$ cat config.mk
export PLATFORM = sky130hd
export DESIGN_NAME = usb_pd_tx_protocol_layer
export DESIGN_NICKNAME = d
export VERILOG_FILES = /design/src/rtl/core/uptx_pkg.sv /design/src/rtl/core/uptx_engine.sv /design/src/rtl/core/usb_pd_tx_protocol_layer.sv
export SDC_FILE = /design/constraint.sdc
export NUM_CORES = 1
export LEC_CHECK = 0
export BUFFER_PORTS_ARGS = -buffer_cell sky130_fd_sc_hd__buf_4
export CORE_MARGIN = 2
export CORE_UTILIZATION = 60
export DETAILED_ROUTE_END_ITERATION = 7
export PLACE_DENSITY = 0.82
export REMOVE_ABC_BUFFERS = 1
export SETUP_SLACK_MARGIN = 0.4
export SLEW_MARGIN = 20
export SYNTH_ARGS = -nofsm -noshare
export SYNTH_HDL_FRONTEND = slang
export SYNTH_SLANG_ARGS = --single-unit
$ cat constraint.sdc
create_clock -name clock -period 8.84 [get_ports clock]
set_clock_uncertainty 0.05 [all_clocks]
set_input_delay 2.21 -clock clock [delete_from_list [all_inputs] [get_ports clock]]
set_output_delay 2.21 -clock clock [all_outputs]
set_load 0.05 [all_outputs]
$ cat src/rtl/core/uptx_pkg.sv
// Shared types and constants of the USB PD transmit protocol layer.
package uptx_pkg;

   localparam int QUEUE_DEPTH = 4;
   localparam int CNT_W       = $clog2(QUEUE_DEPTH + 1);
   localparam logic [CNT_W-1:0] QUEUE_FULL = CNT_W'(QUEUE_DEPTH);

   localparam logic [4:0] TYPE_GOODCRC    = 5'd1;
   localparam logic [4:0] TYPE_SOFT_RESET = 5'd13;

   typedef enum logic [2:0] {
      OP_RESET      = 3'd0,
      OP_DISCARD    = 3'd1,
      OP_PUSH       = 3'd2,
      OP_TX_SENT    = 3'd3,
      OP_RETRY_FAIL = 3'd4
   } opcode_type;

   typedef struct packed {
      opcode_type  opcode;
      logic [15:0] message_header;
      logic [15:0] goodcrc_header;
   } event_type;

   typedef struct packed {
      logic        send_valid;
      logic [15:0] send_header;
      logic        phy_reset;
      logic        tx_done;
      logic        tx_error;
      logic        push_dropped;
   } result_type;

endpackage

$ cat src/rtl/core/uptx_engine.sv
// Protocol state, header queue and per-event result logic.
module uptx_engine import uptx_pkg::*; (
   input  logic       clock,
   input  logic       reset,
   input  logic       fire,
   input  event_type  evt,
   output result_type res
);

   logic             awaiting_ff, awaiting_in;
   logic [2:0]       msg_id_ff, msg_id_in;
   logic             request_ff, request_in;
   logic [CNT_W-1:0] count_ff, count_in;
   logic [15:0]      queue_ff [QUEUE_DEPTH];
   logic [15:0]      queue_in [QUEUE_DEPTH];

   always_comb begin
      logic        push_ok;
      logic        pop;
      logic [15:0] head;
      logic [15:0] queue_mid [QUEUE_DEPTH];

      res         = '0;
      awaiting_in = awaiting_ff;
      msg_id_in   = msg_id_ff;
      request_in  = request_ff;
      count_in    = count_ff;
      push_ok     = 1'b0;
      pop         = 1'b0;
      head        = '0;

      case (evt.opcode)
         OP_RESET: begin
            res.phy_reset = 1'b1;
            res.tx_error  = (count_ff != '0);
            count_in      = '0;
            request_in    = 1'b0;
            awaiting_in   = 1'b0;
         end
         OP_DISCARD: begin
            if (awaiting_ff) begin
               msg_id_in     = msg_id_ff + 3'd1;
               res.phy_reset = 1'b1;
               res.tx_error  = (count_ff != '0);
               count_in      = '0;
               request_in    = 1'b0;
               awaiting_in   = 1'b0;
            end
         end
         OP_PUSH: begin
            if (count_ff < QUEUE_FULL) begin
               push_ok    = 1'b1;
               count_in   = count_ff + CNT_W'(1);
               request_in = 1'b1;
            end else begin
               res.push_dropped = 1'b1;
            end
         end
         OP_TX_SENT: begin
            if (awaiting_ff) begin
               if (evt.goodcrc_header[4:0] == TYPE_GOODCRC &&
                   evt.goodcrc_header[14:12] == 3'd0 &&
                   evt.goodcrc_header[11:9] == msg_id_ff) begin
                  res.tx_done = 1'b1;
               end else begin
                  res.tx_error = 1'b1;
               end
               msg_id_in   = msg_id_ff + 3'd1;
               awaiting_in = 1'b0;
            end
         end
         OP_RETRY_FAIL: begin
            if (awaiting_ff) begin
               res.tx_error = 1'b1;
               msg_id_in    = msg_id_ff + 3'd1;
               awaiting_in  = 1'b0;
            end
         end
         default: begin
         end
      endcase

      // append at the fill level, then pop from the head in the same cycle
      for (int i = 0; i < QUEUE_DEPTH; i++) begin
         queue_mid[i] = (push_ok && count_ff == CNT_W'(i)) ? evt.message_header
                                                           : queue_ff[i];
      end

      if (!awaiting_in && request_in) begin
         request_in = 1'b0;
         if (count_in != '0) begin
            pop      = 1'b1;
            head     = queue_mid[0];
            count_in = count_in - CNT_W'(1);
            if (head[4:0] == TYPE_SOFT_RESET && head[14:12] == 3'd0) begin
               msg_id_in = 3'd0;
            end
            res.send_valid  = 1'b1;
            res.send_header = {head[15:12], msg_id_in, head[8:0]};
            awaiting_in     = 1'b1;
         end
      end

      for (int i = 0; i < QUEUE_DEPTH - 1; i++) begin
         if (pop) begin
            queue_in[i] = queue_mid[i + 1];
         end else begin
            queue_in[i] = queue_mid[i];
         end
      end
      queue_in[QUEUE_DEPTH - 1] = queue_mid[QUEUE_DEPTH - 1];
   end

   always_ff @(posedge clock) begin
      if (reset) begin
         awaiting_ff <= 1'b0;
         msg_id_ff   <= '0;
         request_ff  <= 1'b0;
         count_ff    <= '0;
      end else if (fire) begin
         awaiting_ff <= awaiting_in;
         msg_id_ff   <= msg_id_in;
         request_ff  <= request_in;
         count_ff    <= count_in;
      end
   end

   always_ff @(posedge clock) begin
      if (fire) begin
         queue_ff <= queue_in;
      end
   end

   a_send_sets_awaiting: assert property (@(posedge clock) disable iff (reset)
      fire && res.send_valid |=> awaiting_ff)
      else $error("send issued but block is not awaiting the PHY");

   a_done_error_exclusive: assert property (@(posedge clock) disable iff (reset)
      fire |-> !(res.tx_done && res.tx_error))
      else $error("done and error reported together");

   a_count_bounded: assert property (@(posedge clock) disable iff (reset)
      count_ff <= QUEUE_FULL)
      else $error("queue count exceeds depth");

   a_reset_flushes: assert property (@(posedge clock) disable iff (reset)
      fire && res.phy_reset |=> count_ff == '0 && !awaiting_ff && !request_ff)
      else $error("PHY reset did not flush the queue");

endmodule

$ cat src/rtl/core/usb_pd_tx_protocol_layer.sv
// Top level of the USB PD transmit protocol layer with stream handshakes.
//
//  channel   dir  tdata                                   tuser
//  req_      in   [15:0] message_header [31:16] goodcrc   [2:0] opcode
//  rsp_      out  [15:0] send_header [16] phy_reset ...   [0] send_valid
//
// One transaction per cycle sustained while rsp_tready stays high; each
// event goes from the input register through the engine's state update
// into the result register, which loads when the input register advances.
// Reset is synchronous and clears handshake and protocol state; queue
// entries carry no reset. A stalled result holds and blocks the input
// register only once both are full.
module usb_pd_tx_protocol_layer import uptx_pkg::*; (
   input  logic        clock,
   input  logic        reset,
   input  logic        req_tvalid,
   output logic        req_tready,
   input  logic [31:0] req_tdata,   // message_header[15:0], goodcrc_header[31:16]
   input  logic [2:0]  req_tuser,   // opcode[2:0]
   output logic        rsp_tvalid,
   input  logic        rsp_tready,
   output logic [23:0] rsp_tdata,   // send_header[15:0], phy_reset, tx_done,
                                    // tx_error, push_dropped, zero fill
   output logic [0:0]  rsp_tuser    // send_valid[0]
);

   logic       in_valid_ff;
   event_type  in_evt_ff;
   logic       out_valid_ff;
   result_type out_res_ff;
   result_type res;
   logic       advance;

   assign advance    = in_valid_ff && (!out_valid_ff || rsp_tready);
   assign req_tready = !in_valid_ff || advance;

   always_ff @(posedge clock) begin
      if (reset) begin
         in_valid_ff <= 1'b0;
      end else if (req_tready) begin
         in_valid_ff <= req_tvalid;
      end
   end

   always_ff @(posedge clock) begin
      if (req_tready && req_tvalid) begin
         in_evt_ff.opcode         <= opcode_type'(req_tuser);
         in_evt_ff.message_header <= req_tdata[15:0];
         in_evt_ff.goodcrc_header <= req_tdata[31:16];
      end
   end

   uptx_engine u_engine (
      .clock (clock),
      .reset (reset),
      .fire  (advance),
      .evt   (in_evt_ff),
      .res   (res)
   );

   always_ff @(posedge clock) begin
      if (reset) begin
         out_valid_ff <= 1'b0;
      end else if (advance) begin
         out_valid_ff <= 1'b1;
      end else if (rsp_tready) begin
         out_valid_ff <= 1'b0;
      end
   end

   always_ff @(posedge clock) begin
      if (advance) begin
         out_res_ff <= res;
      end
   end

   assign rsp_tvalid = out_valid_ff;
   assign rsp_tuser  = out_res_ff.send_valid;
   assign rsp_tdata  = {4'd0, out_res_ff.push_dropped, out_res_ff.tx_error,
                        out_res_ff.tx_done, out_res_ff.phy_reset,
                        out_res_ff.send_header};

endmodule

==> impl_summary.log <==
INFO  metric grt_start_max_net_pins = 67
INFO  metric floorplan.die.height = 96.11 um
INFO  metric track_usage = 25.41%
INFO  metric cts.root.buffer_cell = sky130_fd_sc_hd__clkbuf_8
INFO  metric drtPass1Iterations = 5
INFO  metric asyncSetResetFlopFracSynth = 0%
INFO  metric mostFrequentLayoutCells = sky130_fd_sc_hd__edfxtp_1 (100), sky130_fd_sc_hd__buf_4 (61), sky130_fd_sc_hd__a21oi_1 (60)
INFO  metric grt_overflow_total = 0
INFO  metric cp.arrival = 2.83 ns
INFO  metric first_pass_grt_wire_length = 17.36 mm
INFO  metric synth.yosys.seq_area_share = 62.93%
INFO  metric effective_utilization_at_floorplan = 61.95%
INFO  metric number_of_hold_repair_buffers_added_at_the_cts_stage = 0
INFO  metric ctsResizeCount = 0
INFO  metric grt_util_met3 = 5.403%
INFO  metric drt_iter0_markers = 445
INFO  metric rsz0062_at_grt = no
INFO  metric syn-instance-count = 420
INFO  metric drt_wl_total = 11.12 mm
INFO  metric timing_max_transition_violations_final = 0
INFO  metric timing.final.setup_violations = 0
INFO  metric report.final.hold_viol_count = 0
INFO  metric final_common_cell = sky130_fd_sc_hd__edfxtp_1
INFO  metric tritoncts_buffer_count = 9
INFO  metric flip_flop_and_latch_count_after_synthesis = 110
INFO  metric tightestPinTransition = 1.008 ns
INFO  metric post-layout-total-power = 996.2 uW
INFO  metric status = completed
INFO  metric share_of_final_layout_standard_cells_stronger_than_drive_strength_1 = 18.01%
INFO  metric ys_warn_count = 0
INFO  metric critPathMaxStageDelay = 0.21 ns
INFO  metric grt_busiest_layer = met2
INFO  metric clock_tree.htree_level_count = 3
INFO  metric placement_rows = 33
INFO  metric drv_cap = 0
INFO  metric wl_per_cell = 19.28 um
INFO  metric cts-root-to-sink-buffers = 2
INFO  metric power-per-cell-area = 173.9 nW/um^2
INFO  metric multiInputGateArea = 1669 um^2
INFO  metric routed_via_density = 6.409
INFO  metric n_fill_cell = 583
INFO  metric crit_share_post_route = 57.63%
INFO  metric stdcell_count = 577
INFO  metric worst-path-max-fanout = 4
INFO  metric place_ws = 3.744 ns
INFO  metric clkSinkCount = 110
INFO  metric slew_headroom = 32.82%
INFO  metric vias = 3,698
INFO  metric dieWidth = 96.11 um
INFO  metric hold_slack = 0.4857 ns
INFO  metric period_needed = 5.095 ns
INFO  metric clock_latency_at_the_later_pin_of_the_worst_skew_pair = 0.38 ns
INFO  metric post_cts.repair.setup_buffers = 0
INFO  metric finalWeightedCongestion = 0.8326
INFO  metric setup.worst_path.class = primary input to output port
INFO  metric grt_antenna_before_repair = 0
INFO  metric tritoncts = done
INFO  metric areaGrowthSynthToFinish = 12.56%
INFO  metric postLayoutSetupSlackWorst = 3.745 ns
INFO  metric critical_path_required = 6.58 ns
INFO  metric chain_of_cells_forming_the_critical_path = buf_4 -> nor2b_1 -> nand2_1 -> buf_4
INFO  metric grt_pass1_vias = 3,523
INFO  metric grt_util_met2 = 41.20%
INFO  metric netlist_area = 5090 um^2
INFO  metric synth_ff_type = sky130_fd_sc_hd__edfxtp_1
INFO  metric io-pin-count = 66
INFO  metric register_area = 3203 um^2
INFO  metric finalNetCount = 514
INFO  metric synth-edff-count = 100
INFO  metric vdd.ir_drop.worst = 0.1042 mV
INFO  metric post_synthesis_average_cell_area = 12.12 um^2
INFO  metric port_buffers = 53
INFO  metric globalRouteMet1Util = 32.75%
INFO  metric floorplan.die_area = 9236 um^2
INFO  metric antenna_violating_nets_post_route = 0
INFO  metric route.detailed.drc = 0
INFO  metric worst_setup_hold_path_clk_slew = 0.10 ns
INFO  metric crit_path_end_kind = output port
INFO  metric hpwlAfterDp = 6.811 mm
INFO  metric core_region_area = 8217 um^2
INFO  metric worstHoldPathType = register to register
INFO  metric num_antenna_cells = 0
INFO  metric crit_path_frequent_cell = sky130_fd_sc_hd__buf_4
INFO  metric setup-tns-final = 0 ns
INFO  metric critical-path-slowest-cell = sky130_fd_sc_hd__nor2b_1
INFO  metric power.leakage = 0.002103 uW
INFO  metric fmaxAchievable = 196.3 MHz
INFO  metric start_kind = primary input
INFO  metric dp.cells = 561
INFO  metric netlist-cell-type-count = 50
layout make-up:
| cell class | count | share of cell area (%) |
|---|---|---|
| Tap cell | 105 | 2.293 |
| Inverter | 22 | 1.441 |
| Clock inverter | 6 | 1.005 |
| Sequential cell | 110 | 55.91 |
| Clock buffer | 10 | 2.228 |
| Timing Repair Buffer | 61 | 7.993 |
| Multi-Input combinational cell | 263 | 29.13 |
report_power, final:
group          total [uW]  internal (uW)  switching, uW
Sequential            610            595           15.3
Combinational        95.7           34.5           61.3
Clock                 290            108            183
Total                 996            737            259
cells in the mapped netlist (7+ instances only):
cell type / n / area share [%]
sky130_fd_sc_hd__nor2_1: 14 / 1.0
sky130_fd_sc_hd__o21ai_0: 18 / 1.8
sky130_fd_sc_hd__buf_2: 9 / 0.88
sky130_fd_sc_hd__a21oi_1: 60 / 5.9
sky130_fd_sc_hd__dfxtp_1: 10 / 3.9
sky130_fd_sc_hd__nand2_1: 50 / 3.7
sky130_fd_sc_hd__mux2i_1: 7 / 1.4
sky130_fd_sc_hd__o32ai_1: 39 / 6.7
sky130_fd_sc_hd__clkbuf_1: 11 / 0.81
sky130_fd_sc_hd__inv_1: 21 / 1.5
sky130_fd_sc_hd__buf_4: 8 / 1.2
sky130_fd_sc_hd__ha_1: 8 / 2.0
sky130_fd_sc_hd__edfxtp_1: 100 / 59
metrics by stage:
step | utilization (%) | area [um^2]
after floorplan | - | 4955
after global placement | 67.38 | 5537
after detailed placement | 67.47 | 5544
after CTS | 69.73 | 5729
after global routing | 69.73 | 5729
final | 69.73 | 5729
final timing paths:
kind	startpoint	end	slack, ns	cells past startpoint
worst max-delay path	rsp_tready	req_tready	3.75	4
worst min-delay path	in_valid_ff	rsp_tvalid	0.49	2
worst max register to register	in_evt_ff[32]	u_engine.queue_ff[48]	5.15	10
worst min register to register	in_valid_ff	rsp_tvalid	0.49	2
cells by family after synthesis:
kind of cell	share of synthesized area [%]
AOI/OAI and AO/OA	17.90
DFF	62.93
and+or+nand+nor	10.00
buffers and inverters	4.499
adders and majority gates	1.967
muxes	1.598
xor gates and xnor gates	1.033
other	0.07368
sequential cells by signal, summed over array words and instances (netlist names):
signal,count
u_engine.awaiting_ff,1
rsp_tuser,1
in_valid_ff,1
u_engine.msg_id_ff,3
in_evt_ff,27
u_engine.queue_ff,52
rsp_tvalid,1
rsp_tdata,20
u_engine.request_ff,1
u_engine.count_ff,3
worst max-delay path, delay by kind of cell:
kind                   cells  cell delay (ns)
AND/OR/NAND/NOR            2             0.32
buffers and inverters      2             0.31
layer usage:
layer  vias up  share of wire (%)
met4         0                2.0
met2       203                 51
li1       1696                  -
met1      1781                 39
met5         -                  0
met3        18                8.2
No activity file was read; power rests on OpenSTA's default activity.
